===== src/nfc_response_frame_parser_unit_assert.svh =====
// Assertion macros shared by the frame parser RTL.
`ifndef NFC_RESPONSE_FRAME_PARSER_UNIT_ASSERT_SVH
`define NFC_RESPONSE_FRAME_PARSER_UNIT_ASSERT_SVH

// Same-cycle implication, checked outside reset.
`define NFCRFP_ASSERT_NOW(lbl, clk, rst, ante, cons) \
   lbl: assert property (@(posedge clk) disable iff (rst) (ante) |-> (cons)) \
      else $error("frame parser assertion failed");

// Next-cycle implication, checked outside reset.
`define NFCRFP_ASSERT_NEXT(lbl, clk, rst, ante, cons) \
   lbl: assert property (@(posedge clk) disable iff (rst) (ante) |=> (cons)) \
      else $error("frame parser assertion failed");

`endif


===== src/nfcrfp_pkg.sv =====
// Package: codes, configuration defaults and types of the frame parser.
package nfcrfp_pkg;

   // Phase codes of the receive sequencer
   localparam logic [2:0] PH_START   = 3'd0;
   localparam logic [2:0] PH_LENGTH  = 3'd1;
   localparam logic [2:0] PH_IDENT   = 3'd2;
   localparam logic [2:0] PH_PAYLOAD = 3'd3;
   localparam logic [2:0] PH_TRAILER = 3'd4;

   // Final status codes
   localparam logic [1:0] ST_OK      = 2'd0;
   localparam logic [1:0] ST_TIMEOUT = 2'd1;
   localparam logic [1:0] ST_INVALID = 2'd2;
   localparam logic [1:0] ST_NOSPACE = 2'd3;

   // Operation codes of an input word
   localparam logic OP_BYTE = 1'b0;
   localparam logic OP_TICK = 1'b1;

   // Register map
   localparam int CSR_INDEX_W = 8;
   localparam int CSR_DATA_W  = 16;
   localparam logic [CSR_INDEX_W-1:0] CSR_EXPECTED_COMMAND  = 8'd0;
   localparam logic [CSR_INDEX_W-1:0] CSR_RESPONSE_FRAME_ID = 8'd1;
   localparam logic [CSR_INDEX_W-1:0] CSR_BUFFER_CAPACITY   = 8'd2;
   localparam logic [CSR_INDEX_W-1:0] CSR_TIMEOUT_TICKS     = 8'd3;

   localparam logic [7:0]  RST_EXPECTED_COMMAND  = 8'd0;
   localparam logic [7:0]  RST_RESPONSE_FRAME_ID = 8'd213;
   localparam logic [7:0]  RST_BUFFER_CAPACITY   = 8'd255;
   localparam logic [15:0] RST_TIMEOUT_TICKS     = 16'd1000;

   localparam int TICK_COUNT_BITS_DEF = 16;

   localparam logic [7:0] START_LEAD = 8'h00;
   localparam logic [7:0] START_LAST = 8'hFF;
   localparam logic [7:0] POSTAMBLE  = 8'h00;

   typedef struct packed {
      logic [7:0]  expected_command;
      logic [7:0]  response_frame_id;
      logic [7:0]  buffer_capacity;
      logic [15:0] timeout_ticks;
   } cfg_type;

endpackage


===== src/nfcrfp_csr.sv =====
// Configuration register block of the frame parser.
module nfcrfp_csr (
   input  logic                               clock,
   input  logic                               reset,
   input  logic                               csr_valid,
   output logic                               csr_ready,
   input  logic [nfcrfp_pkg::CSR_INDEX_W-1:0] csr_index,
   input  logic [nfcrfp_pkg::CSR_DATA_W-1:0]  csr_wdata,
   output nfcrfp_pkg::cfg_type                cfg
);

   nfcrfp_pkg::cfg_type cfg_ff;

   assign csr_ready = 1'b1;
   assign cfg       = cfg_ff;

   always_ff @(posedge clock) begin
      if (reset) begin
         cfg_ff.expected_command  <= nfcrfp_pkg::RST_EXPECTED_COMMAND;
         cfg_ff.response_frame_id <= nfcrfp_pkg::RST_RESPONSE_FRAME_ID;
         cfg_ff.buffer_capacity   <= nfcrfp_pkg::RST_BUFFER_CAPACITY;
         cfg_ff.timeout_ticks     <= nfcrfp_pkg::RST_TIMEOUT_TICKS;
      end else if (csr_valid) begin
         // unknown indexes are ignored
         unique case (csr_index)
            nfcrfp_pkg::CSR_EXPECTED_COMMAND:  cfg_ff.expected_command  <= csr_wdata[7:0];
            nfcrfp_pkg::CSR_RESPONSE_FRAME_ID: cfg_ff.response_frame_id <= csr_wdata[7:0];
            nfcrfp_pkg::CSR_BUFFER_CAPACITY:   cfg_ff.buffer_capacity   <= csr_wdata[7:0];
            nfcrfp_pkg::CSR_TIMEOUT_TICKS:     cfg_ff.timeout_ticks     <= csr_wdata;
            default: ;
         endcase
      end
   end

endmodule


===== src/nfc_response_frame_parser_unit.sv =====
// A result word is registered: it appears in the cycle after the input word that causes it is accepted.
// Throughput: one input word (byte or tick) per cycle; input stalls only while
//   the output register holds a word that the sink is stalling.
// Reset (synchronous, active high): parser restarts at the start code, tick
//   counter cleared, registers to defaults; no clearing pass is needed.
`include "nfc_response_frame_parser_unit_assert.svh"

module nfc_response_frame_parser_unit #(
   parameter int TICK_COUNT_BITS = nfcrfp_pkg::TICK_COUNT_BITS_DEF
) (
   input  logic                               clock,
   input  logic                               reset,
   // input words
   input  logic                               req_valid,
   output logic                               req_stall,
   input  logic                               req_operation,
   input  logic [7:0]                         req_received_byte,
   // result words
   output logic                               rsp_valid,
   input  logic                               rsp_stall,
   output logic [7:0]                         rsp_payload_byte,
   output logic                               rsp_is_final,
   output logic [1:0]                         rsp_status,
   output logic [7:0]                         rsp_frame_length,
   // configuration writes
   input  logic                               csr_valid,
   output logic                               csr_ready,
   input  logic [nfcrfp_pkg::CSR_INDEX_W-1:0] csr_index,
   input  logic [nfcrfp_pkg::CSR_DATA_W-1:0]  csr_wdata
);

   // Compare width wide enough for both the counter and the limit register
   localparam int CMP_W = (TICK_COUNT_BITS > 16) ? TICK_COUNT_BITS : 16;
   localparam logic [TICK_COUNT_BITS-1:0] TICK_MAX = {TICK_COUNT_BITS{1'b1}};

   nfcrfp_pkg::cfg_type cfg;

   nfcrfp_csr u_csr (
      .clock     (clock),
      .reset     (reset),
      .csr_valid (csr_valid),
      .csr_ready (csr_ready),
      .csr_index (csr_index),
      .csr_wdata (csr_wdata),
      .cfg       (cfg)
   );

   // ---------------------------------------------------------------
   // Parser state
   // ---------------------------------------------------------------
   logic [2:0]                 phase_ff,  phase_in;
   logic [1:0]                 idx_ff,    idx_in;     // byte position in chunk
   logic [7:0]                 length_ff, length_in;
   logic [7:0]                 left_ff,   left_in;    // payload bytes still due
   logic [7:0]                 total_ff,  total_in;
   logic [7:0]                 sum_ff,    sum_in;     // data checksum, mod 256
   logic [TICK_COUNT_BITS-1:0] tick_ff,   tick_in;
   logic                       bad_ff,    bad_in;     // earlier byte of chunk wrong

   // Result of the current word
   logic       res_valid;
   logic [7:0] res_byte;
   logic       res_final;
   logic [1:0] res_status;
   logic [7:0] res_length;

   // Output register
   logic       rsp_valid_ff, rsp_valid_in;
   logic [7:0] rsp_byte_ff;
   logic       rsp_final_ff;
   logic [1:0] rsp_status_ff;
   logic [7:0] rsp_length_ff;

   logic             accept;
   logic [7:0]       resp_code;
   logic [CMP_W-1:0] tick_cmp;
   logic [CMP_W-1:0] limit_cmp;
   logic [7:0]       pay_len;

   // A word may enter whenever the output register is free or draining.
   assign req_stall = rsp_valid_ff & rsp_stall;
   assign accept    = req_valid & ~req_stall;
   assign resp_code = cfg.expected_command + 8'd1;
   assign pay_len   = length_ff - 8'd2;

   always_comb begin
      // hold by default
      phase_in   = phase_ff;
      idx_in     = idx_ff;
      length_in  = length_ff;
      left_in    = left_ff;
      total_in   = total_ff;
      sum_in     = sum_ff;
      tick_in    = tick_ff;
      bad_in     = bad_ff;
      res_valid  = 1'b0;
      res_byte   = 8'd0;
      res_final  = 1'b0;
      res_status = nfcrfp_pkg::ST_OK;
      res_length = 8'd0;
      tick_cmp   = '0;
      limit_cmp  = CMP_W'(cfg.timeout_ticks);

      if (req_operation == nfcrfp_pkg::OP_TICK) begin
         // saturating tick count, timeout once it reaches the limit
         if (tick_ff != TICK_MAX) begin
            tick_in = tick_ff + 1'b1;
         end
         tick_cmp = CMP_W'(tick_in);
         if (tick_cmp >= limit_cmp) begin
            res_valid  = 1'b1;
            res_final  = 1'b1;
            res_status = nfcrfp_pkg::ST_TIMEOUT;
         end
      end else begin
         unique case (phase_ff)
            nfcrfp_pkg::PH_START: begin
               if (idx_ff < 2'd2) begin
                  bad_in = bad_ff | (req_received_byte != nfcrfp_pkg::START_LEAD);
                  idx_in = idx_ff + 2'd1;
               end else begin
                  bad_in = bad_ff | (req_received_byte != nfcrfp_pkg::START_LAST);
                  if (bad_in) begin
                     res_valid  = 1'b1;
                     res_final  = 1'b1;
                     res_status = nfcrfp_pkg::ST_INVALID;
                  end else begin
                     phase_in = nfcrfp_pkg::PH_LENGTH;
                     idx_in   = 2'd0;
                     bad_in   = 1'b0;
                     tick_in  = '0;
                  end
               end
            end
            nfcrfp_pkg::PH_LENGTH: begin
               if (idx_ff == 2'd0) begin
                  length_in = req_received_byte;
                  idx_in    = 2'd1;
               end else if ((length_ff + req_received_byte) != 8'd0) begin
                  // checksum beats the capacity test
                  res_valid  = 1'b1;
                  res_final  = 1'b1;
                  res_status = nfcrfp_pkg::ST_INVALID;
               end else if (pay_len > cfg.buffer_capacity) begin
                  res_valid  = 1'b1;
                  res_final  = 1'b1;
                  res_status = nfcrfp_pkg::ST_NOSPACE;
               end else begin
                  total_in = pay_len;
                  left_in  = pay_len;
                  phase_in = nfcrfp_pkg::PH_IDENT;
                  idx_in   = 2'd0;
                  bad_in   = 1'b0;
                  tick_in  = '0;
               end
            end
            nfcrfp_pkg::PH_IDENT: begin
               if (idx_ff == 2'd0) begin
                  bad_in = bad_ff | (req_received_byte != cfg.response_frame_id);
                  idx_in = 2'd1;
               end else if (bad_ff || (req_received_byte != resp_code)) begin
                  res_valid  = 1'b1;
                  res_final  = 1'b1;
                  res_status = nfcrfp_pkg::ST_INVALID;
               end else begin
                  sum_in   = cfg.response_frame_id + resp_code;
                  // empty payload goes straight to the trailer
                  phase_in = (left_ff == 8'd0) ? nfcrfp_pkg::PH_TRAILER
                                               : nfcrfp_pkg::PH_PAYLOAD;
                  idx_in   = 2'd0;
                  bad_in   = 1'b0;
                  tick_in  = '0;
               end
            end
            nfcrfp_pkg::PH_PAYLOAD: begin
               sum_in    = sum_ff + req_received_byte;
               left_in   = left_ff - 8'd1;
               res_valid = 1'b1;
               res_byte  = req_received_byte;
               if (left_in == 8'd0) begin
                  phase_in = nfcrfp_pkg::PH_TRAILER;
                  idx_in   = 2'd0;
                  bad_in   = 1'b0;
                  tick_in  = '0;
               end
            end
            default: begin
               // trailer: checksum, then postamble
               if (idx_ff == 2'd0) begin
                  bad_in = bad_ff | ((sum_ff + req_received_byte) != 8'd0);
                  idx_in = 2'd1;
               end else begin
                  res_valid = 1'b1;
                  res_final = 1'b1;
                  if (bad_ff || (req_received_byte != nfcrfp_pkg::POSTAMBLE)) begin
                     res_status = nfcrfp_pkg::ST_INVALID;
                  end else begin
                     res_status = nfcrfp_pkg::ST_OK;
                     res_length = total_ff;
                  end
               end
            end
         endcase
      end

      // every final status restarts the parser
      if (res_final) begin
         phase_in  = nfcrfp_pkg::PH_START;
         idx_in    = 2'd0;
         length_in = 8'd0;
         left_in   = 8'd0;
         total_in  = 8'd0;
         sum_in    = 8'd0;
         tick_in   = '0;
         bad_in    = 1'b0;
      end
   end

   always_ff @(posedge clock) begin
      if (reset) begin
         phase_ff  <= nfcrfp_pkg::PH_START;
         idx_ff    <= 2'd0;
         length_ff <= 8'd0;
         left_ff   <= 8'd0;
         total_ff  <= 8'd0;
         sum_ff    <= 8'd0;
         tick_ff   <= '0;
         bad_ff    <= 1'b0;
      end else if (accept) begin
         phase_ff  <= phase_in;
         idx_ff    <= idx_in;
         length_ff <= length_in;
         left_ff   <= left_in;
         total_ff  <= total_in;
         sum_ff    <= sum_in;
         tick_ff   <= tick_in;
         bad_ff    <= bad_in;
      end
   end

   // ---------------------------------------------------------------
   // Output register: loads on accept, otherwise holds while stalled
   // ---------------------------------------------------------------
   assign rsp_valid_in = accept ? res_valid : (rsp_valid_ff & rsp_stall);

   always_ff @(posedge clock) begin
      if (reset) begin
         rsp_valid_ff <= 1'b0;
      end else begin
         rsp_valid_ff <= rsp_valid_in;
      end
   end

   always_ff @(posedge clock) begin
      if (accept && res_valid) begin
         rsp_byte_ff   <= res_byte;
         rsp_final_ff  <= res_final;
         rsp_status_ff <= res_status;
         rsp_length_ff <= res_length;
      end
   end

   assign rsp_valid        = rsp_valid_ff;
   assign rsp_payload_byte = rsp_byte_ff;
   assign rsp_is_final     = rsp_final_ff;
   assign rsp_status       = rsp_status_ff;
   assign rsp_frame_length = rsp_length_ff;

   // ---------------------------------------------------------------
   // Assertions
   // ---------------------------------------------------------------
   `NFCRFP_ASSERT_NOW(a_payload_word_clean, clock, reset, rsp_valid && !rsp_is_final, (rsp_status == nfcrfp_pkg::ST_OK) && (rsp_frame_length == 8'd0))
   `NFCRFP_ASSERT_NOW(a_error_no_length, clock, reset, rsp_valid && rsp_is_final && (rsp_status != nfcrfp_pkg::ST_OK), rsp_frame_length == 8'd0)
   `NFCRFP_ASSERT_NEXT(a_final_restarts, clock, reset, accept && res_final, (phase_ff == nfcrfp_pkg::PH_START) && (tick_ff == '0) && (idx_ff == 2'd0))
   `NFCRFP_ASSERT_NOW(a_payload_pending, clock, reset, phase_ff == nfcrfp_pkg::PH_PAYLOAD, left_ff != 8'd0)

endmodule


===== config.mk =====
export PLATFORM = sky130hd
export DESIGN_NAME = nfc_response_frame_parser_unit
export DESIGN_NICKNAME = d
export VERILOG_FILES = /design/src/nfcrfp_pkg.sv /design/src/nfcrfp_csr.sv /design/src/nfc_response_frame_parser_unit.sv
export VERILOG_INCLUDE_DIRS = /design/src /design/src/src
export SDC_FILE = /design/constraint.sdc
export NUM_CORES = 1
export LEC_CHECK = 0
export BUFFER_PORTS_ARGS = -buffer_cell sky130_fd_sc_hd__buf_2
export CAP_MARGIN = 20
export CORE_MARGIN = 5
export CORE_UTILIZATION = 51
export CTS_CLUSTER_DIAMETER = 60
export DETAILED_ROUTE_END_ITERATION = 7
export GPL_TIMING_DRIVEN = 0
export PLACE_DENSITY_LB_ADDON = 0.3
export SLEW_MARGIN = 40
export SYNTH_ARGS = -nofsm -noshare
export SYNTH_HDL_FRONTEND = slang
export SYNTH_HIERARCHICAL = 1
export SYNTH_SLANG_ARGS = --single-unit

===== constraint.sdc =====
create_clock -name clock -period 5.93 [get_ports clock]
set_clock_uncertainty 0.1 [all_clocks]
set_input_delay 1.186 -clock clock [delete_from_list [all_inputs] [get_ports clock]]
set_output_delay 1.186 -clock clock [all_outputs]
set_load 0.01 [all_outputs]

Word-level counts from Yosys, hierarchy flattened
Index checks and enable logic that the tools add are counted.
{"block": "word_totals", "reg_bits": 114, "inputBits": 38, "elab_cells": 194}
{"block": "op_classes", "n_addsub": 8, "magnitude_cmp": 3, "eq_ne": 34, "muxes": 92, "bitwise_logic": 8, "reduce_logical": 32}
{"operator": "$mux 16", "n": 12}
{"operator": "$mux 8", "n": 16}
{"operator": "$pmux 16 s4", "n": 1}
{"operator": "$ne 4x4->1 const B", "n": 12}
{"operator": "$mux 2", "n": 21}
{"operator": "$mux 3", "n": 11}
{"operator": "$pmux 8 s2", "n": 2}
{"operator": "$add 8x8->8", "n": 3}
{"operator": "$logic_not 8->1", "n": 3}
{"operator": "$ne 3x3->1 const B", "n": 8}
{"operator": "$reduce_bool 8->1", "n": 3}
{"operator": "$mux 1", "n": 23}
{"operator": "$add 16x1->16 const B", "n": 1}
{"operator": "$eq 8x2->1 const B", "n": 2}
{"operator": "$ge 16x16->1", "n": 1}
{"operator": "$ne 16x16->1 const B", "n": 1}
{"operator": "$ne 8x8->1", "n": 2}
{"operator": "$pmux 2 s4", "n": 2}
{"operator": "$reduce_and 8->1", "n": 2}
{"operator": "$pmux 1 s4", "n": 3}
{"operator": "$pmux 3 s4", "n": 1}
{"operator": "$reduce_and 6->1", "n": 2}
{"operator": "$reduce_bool 6->1", "n": 2}
{"operator": "$reduce_and 11->1", "n": 1}
{"operator": "other kinds (28)", "n": 42}

Longest topological paths before layout
{"block": "depth", "word_depth": 9, "ltp_mapped": 21, "mapped_depth_nobuf": 18}

Hierarchy
The synthesis kept the hierarchy.
{"module": "nfc_response_frame_parser_unit", "instances": 1, "cells_per_inst": 707, "area_per_inst_um2": 5750.5, "seq_area_each_um2": 1671.6}
{"module": "nfcrfp_csr", "instances": 1, "cells_per_inst": 165, "area_per_inst_um2": 1676.6, "seq_area_each_um2": 800.8}

Least setup slack after synthesis
OpenSTA, ideal clock, no wires.
{"block": "synth_path", "kind": "register to register", "start": "register tick_ff[3]", "end": "register rsp_length_ff[0] (netlist: rsp_frame_length[0]) (enable)", "arrival_ns": 4.580, "setup_slack_ns": 0.847, "path_stages_with_launch": 20, "cell_sequence": "dfxtp_1 clkbuf_1 and4_1 and4_1 nand4_1 or3_1 clkbuf_1 nand4_1 nor2_1 xor2_1 ha_1 a211oi_1 o21ai_0 nand2_1 o21ai_0 or2_2 clkbuf_1 a21oi_2 buf_2 a21oi_1"}
{"block": "synth_via", "elab_chain_cells": 7}
{"item": "from (decl)", "line": "nfc_response_frame_parser_unit.sv:57", "rtl": "logic [TICK_COUNT_BITS-1:0] tick_ff, tick_in;"}
{"item": "from (signal assigned)", "line": "nfc_response_frame_parser_unit.sv:236", "rtl": "tick_ff <= tick_in;"}
{"item": "$add 16x1->16 / $ne 16x16->1 (equally long branches)", "line": "nfc_response_frame_parser_unit.sv:107, nfc_response_frame_parser_unit.sv:106"}
{"item": "$mux 16 *", "line": "nfc_response_frame_parser_unit.sv:106", "rtl": "if (tick_ff != TICK_MAX) begin"}
{"item": "$mux 16 *", "line": "nfc_response_frame_parser_unit.sv:104", "rtl": "if (req_operation == nfcrfp_pkg::OP_TICK) begin"}
{"item": "$ge 16x16->1 *", "line": "nfc_response_frame_parser_unit.sv:110", "rtl": "if (tick_cmp >= limit_cmp) begin"}
{"item": "$mux 1 *", "line": "nfc_response_frame_parser_unit.sv:110"}
{"item": "$mux 1 *", "line": "nfc_response_frame_parser_unit.sv:104"}
{"item": "$logic_and 1x1->1 *", "line": "nfc_response_frame_parser_unit.sv:255", "rtl": "if (accept && res_valid) begin"}
{"item": "to (signal assigned)", "line": "nfc_response_frame_parser_unit.sv:259", "rtl": "rsp_length_ff <= res_length;"}
{"item": "to (decl)", "line": "nfc_response_frame_parser_unit.sv:72", "rtl": "logic [7:0] rsp_length_ff;"}
Mark *: on every way between the ends. The rest lies on a longest branch, timed or not. The select of a mux whose other input is x is not followed.
A chain may end at the register's enable or synchronous reset.

Final worst setup path
{"block": "layout_path", "start": "register tick_ff[4]", "end": "register idx_ff[1]"}
{"block": "layout_via", "elab_chain_cells": 8}
{"item": "$add 16x1->16 / $ne 16x16->1 (equally long branches)", "line": "nfc_response_frame_parser_unit.sv:107, nfc_response_frame_parser_unit.sv:106"}
{"item": "$mux 16 *", "line": "nfc_response_frame_parser_unit.sv:106"}
{"item": "$mux 16 *", "line": "nfc_response_frame_parser_unit.sv:104"}
{"item": "$ge 16x16->1 *", "line": "nfc_response_frame_parser_unit.sv:110"}
{"item": "$mux 1 *", "line": "nfc_response_frame_parser_unit.sv:110"}
{"item": "$mux 1 *", "line": "nfc_response_frame_parser_unit.sv:104"}
{"item": "$ne 4x4->1 (no line), or another cell as far along"}
{"item": "$reduce_and 8->1 (no line)"}
{"item": "to (signal assigned)", "line": "nfc_response_frame_parser_unit.sv:231", "rtl": "idx_ff <= idx_in;"}
{"item": "to (decl)", "line": "nfc_response_frame_parser_unit.sv:52", "rtl": "logic [1:0] idx_ff, idx_in;"}
Marks and branches as above.

==> impl_metrics.env <==
export IMPL_status="completed"
export IMPL_drc=0
export IMPL_path_cells="clkbuf_1 -> and4_1 -> and4_1 -> nand4_1 -> or3_1 -> clkbuf_1 -> nand4_1 -> buf_4 -> nor2_1 -> xor2_1 -> ha_1 -> o211ai_1 -> nor3_1 -> a21oi_1 -> o21ai_0 -> or2_2 -> clkbuf_1 -> nand2_2 -> a31o_2 -> or4_1 -> a21oi_1"
export IMPL_tightest_slew_ns=0.699
export IMPL_setup_violations=0
export IMPL_root_buffer="clkbuf_16"
export IMPL_dp_slack_ns=0.562
export IMPL_synth_area_um2=7430
export IMPL_area_growth_pct=15.8
export IMPL_yosys_most_used_dff="dfxtp_1"
export IMPL_fillers=1341
export IMPL_worst_path_buf_inv=4
export IMPL_ys_async_sr_fraction_pct=0
export IMPL_grt_pass1_vias=6115
export IMPL_syn_num_nets=964
export IMPL_drtIter0Drc=523
export IMPL_max_cap_violations=0
export IMPL_fp_row_count=44
export IMPL_die_w_um=131
export IMPL_synth_top_cells_by_area="dfxtp_1, ha_1, edfxtp_1"
export IMPL_placed_area_um2=7970
export IMPL_clk_pin_slew_ns=0.05
export IMPL_final_cell_count_no_fill=1146
export IMPL_hold_path_class="flop to flop"
export IMPL_power_leakage_nw=3.63
export IMPL_cts_sinks=114
export IMPL_fmaxAchievable_mhz=183
export IMPL_place_gp_congestion=0.948
export IMPL_tritoncts="built"
export IMPL_avgSynthCellArea_um2=8.52
export IMPL_synth_edf_count=19
export IMPL_crit_path_start_kind="flop"
export IMPL_cpMostUsedCell="clkbuf_1"
export IMPL_die_area_um2=17100
export IMPL_rsz0062_at_grt="false"
export IMPL_pin_count=60
export IMPL_drive_gt1_share_pct=12.6
export IMPL_dp_hpwl_um=14100
export IMPL_synth_seq_area_share_pct=33.3
export IMPL_final_nets=1041
export IMPL_initial_core_util_pct=51.5
export IMPL_critPathSlowestCell="or4_1"
export IMPL_yosysTopAreaCellShare_pct=25.6
export IMPL_finalHoldViolCount=0
export IMPL_synth_cells=872
export IMPL_vdd_drop_max_mv=0.174
export IMPL_min_period_ns=5.45
export IMPL_synth_seq_cells=114
export IMPL_drv_slew=0
export IMPL_grt_first_pass_wirelength_um=30700
export IMPL_wirelength_um=19000
export IMPL_path_class="flop to flop"
export IMPL_dp_cells=1113
export IMPL_routed_via_density=5.71
export IMPL_max_stage_delay_ns=0.48
export IMPL_powerDensity_nw_per_um2=234
export IMPL_maxSlewHeadroom_pct=53.1
export IMPL_h_tree_depth=4
export IMPL_dieHeight_um=131
export IMPL_ys_warn_count=6
export IMPL_worst_slack_ns=0.477
export IMPL_fin_area_um2=8600
export IMPL_clkLatencyLatePin_ns=0.42
export IMPL_antennaDiodeCount=0
export IMPL_grt_use_total_pct=23.1
export IMPL_critPathRequiredTime_ns=6.17
export IMPL_period_share_pct=92.0
export IMPL_antenna_found_initial=0
export IMPL_crit_arrival_ns=5.69
export IMPL_ys_types=80
export IMPL_crit_fanout=10
export IMPL_route_vias_total=6548
export IMPL_clockBufferDepth=2
export IMPL_ant_nets=0
export IMPL_dr_pass1_iters=5
export IMPL_detail_route_wl_per_cell_um=16.6
export IMPL_cts_made_buffers=17
export IMPL_overflow=0
export IMPL_io_buffers=56
export IMPL_cp_top_family="simple AND/OR/NAND/NOR gates"
export IMPL_core_area_um2=14400
export IMPL_grt_start_max_net_pins=17
export IMPL_yosysTopAreaCell="dfxtp_1"
export IMPL_setup_tns_ns=0
export IMPL_end_kind="flop"
==> layout by cell type (no fill, tap or decap), types with 4 or more instances in the layout <==
cell type / netlist / final
a22o_1: 8 / 8
nand3_1: 18 / 18
nor3_1: 18 / 18
nand2_1: 68 / 67
a211oi_1: 7 / 7
a21o_1: 4 / 4
nor3b_1: 4 / 4
xnor2_1: 34 / 34
inv_1: 48 / 48
or2_2: 4 / 4
nor2b_1: 8 / 8
buf_2: 5 / 61
mux2i_1: 42 / 42
nand4_1: 11 / 11
and3_1: 10 / 10
o21ai_0: 26 / 26
dfxtp_1: 95 / 95
o21ai_1: 10 / 10
and4_1: 4 / 4
nand2b_1: 39 / 39
bufinv_16: 0 / 4
o31ai_1: 11 / 11
edfxtp_1: 19 / 19
o21a_1: 4 / 4
clkbuf_1: 30 / 32
clkbuf_16: 0 / 17
xor2_1: 23 / 23
ha_1: 51 / 51
and2_1: 13 / 13
a21oi_1: 63 / 62
nor2_1: 84 / 84
a31oi_1: 7 / 7
buf_4: 2 / 4
nor4_1: 13 / 13
nand3b_1: 5 / 5
or3_1: 16 / 16
==> power breakdown <==
part | switching [mW] | internal [mW]
clock | 0.354 | 0.708
sequential | 0.00807 | 0.792
combinational | 0.0930 | 0.0545
==> through the flow <==
stage          utilization [%]  power, mW  hold WS (ns)
3_3_place_gp              55.0      0.958         0.336
2_1_floorplan                -      0.908         0.327
4_1_cts                   59.5       2.02         0.348
5_1_grt                   59.6       2.08         0.363
3_5_place_dp              55.3      0.959         0.341
6_report                  59.6       2.01         0.345
==> per-layer routing <==
layer	up-vias	wire length [um]	GRT usage (%)
met5	-	0	0
met4	0	512	8.23
met3	44	1270	5.53
met2	231	8960	38.0
met1	3010	8250	29.7
li1	3263	-	-
==> worst paths after layout <==
kind / startpoint / end / slack [ns] / cells past startpoint
setup / recovery: tick_ff[4]$_SDFFE_PP0P_ / idx_ff[1]$_SDFFE_PP0P_ / 0.48 / 21
hold / removal: total_ff[4]$_SDFFE_PP0P_ / total_ff[4]$_SDFFE_PP0P_ / 0.34 / 2
setup reg to reg: tick_ff[4]$_SDFFE_PP0P_ / idx_ff[1]$_SDFFE_PP0P_ / 0.48 / 21
hold reg to reg: total_ff[4]$_SDFFE_PP0P_ / total_ff[4]$_SDFFE_PP0P_ / 0.34 / 2
==> cell families after synthesis <==
| family | count (synthesis) | share of synthesized area (%) |
|---|---|---|
| other cells | 1 | 0.0505 |
| compound gates | 182 | 16.4 |
| simple gates | 329 | 22.9 |
| buf+inv | 91 | 5.31 |
| fa+ha+maj | 54 | 9.40 |
| flops | 114 | 33.3 |
| mux | 44 | 5.96 |
| xor+xnor | 57 | 6.72 |
==> area by class of cell <==
type	count	area, um2	share of cell area, %
buffer	40	203	2.36
inverter	50	188	2.18
tap	184	230	2.68
clock buffer	21	450	5.24
sequential	114	2470	28.7
timing repair buffer	59	310	3.61
multi-input combinational	667	4590	53.3
clock inverter	11	160	1.86
==> cell usage after synthesis, types with 7 or more instances <==
| master | count |
|---|---|
| dfxtp_1 | 95 |
| nor2_1 | 84 |
| nand2_1 | 68 |
| a21oi_1 | 63 |
| ha_1 | 51 |
| inv_1 | 48 |
| mux2i_1 | 42 |
| nand2b_1 | 39 |
| xnor2_1 | 34 |
| clkbuf_1 | 30 |
| o21ai_0 | 26 |
| xor2_1 | 23 |
| edfxtp_1 | 19 |
| nand3_1 | 18 |
| nor3_1 | 18 |
| or3_1 | 16 |
| and2_1 | 13 |
| nor4_1 | 13 |
| nand4_1 | 11 |
| o31ai_1 | 11 |
| and3_1 | 10 |
| o21ai_1 | 10 |
| a22o_1 | 8 |
| nor2b_1 | 8 |
| a211oi_1 | 7 |
| a31oi_1 | 7 |
==> flip-flops by register name, summed over array words and instances (netlist names) <==
name and cells:
left_ff 8, phase_ff 3, bad_ff 1, rsp_payload_byte 8, rsp_valid 1, length_ff 8, rsp_is_final 1, sum_ff 8
u_csr/cfg 40, total_ff 8, idx_ff 2, rsp_frame_length 8, rsp_status 2, tick_ff 16
==> worst min-delay path, cell delays in order, from the launching register on <==
cell and delay (ns):
dfxtp_1 0.30, nand2_1 0.05, a21oi_1 0.05
==> what timing repair did <==
action | CTS | global route
resized for setup | 0 | 1
endpoints found under the setup margin | 0 | 11
buffers inserted | 0 | 2
hold buffers | 0 | 0
No activity file was read; power rests on OpenSTA's default activity.
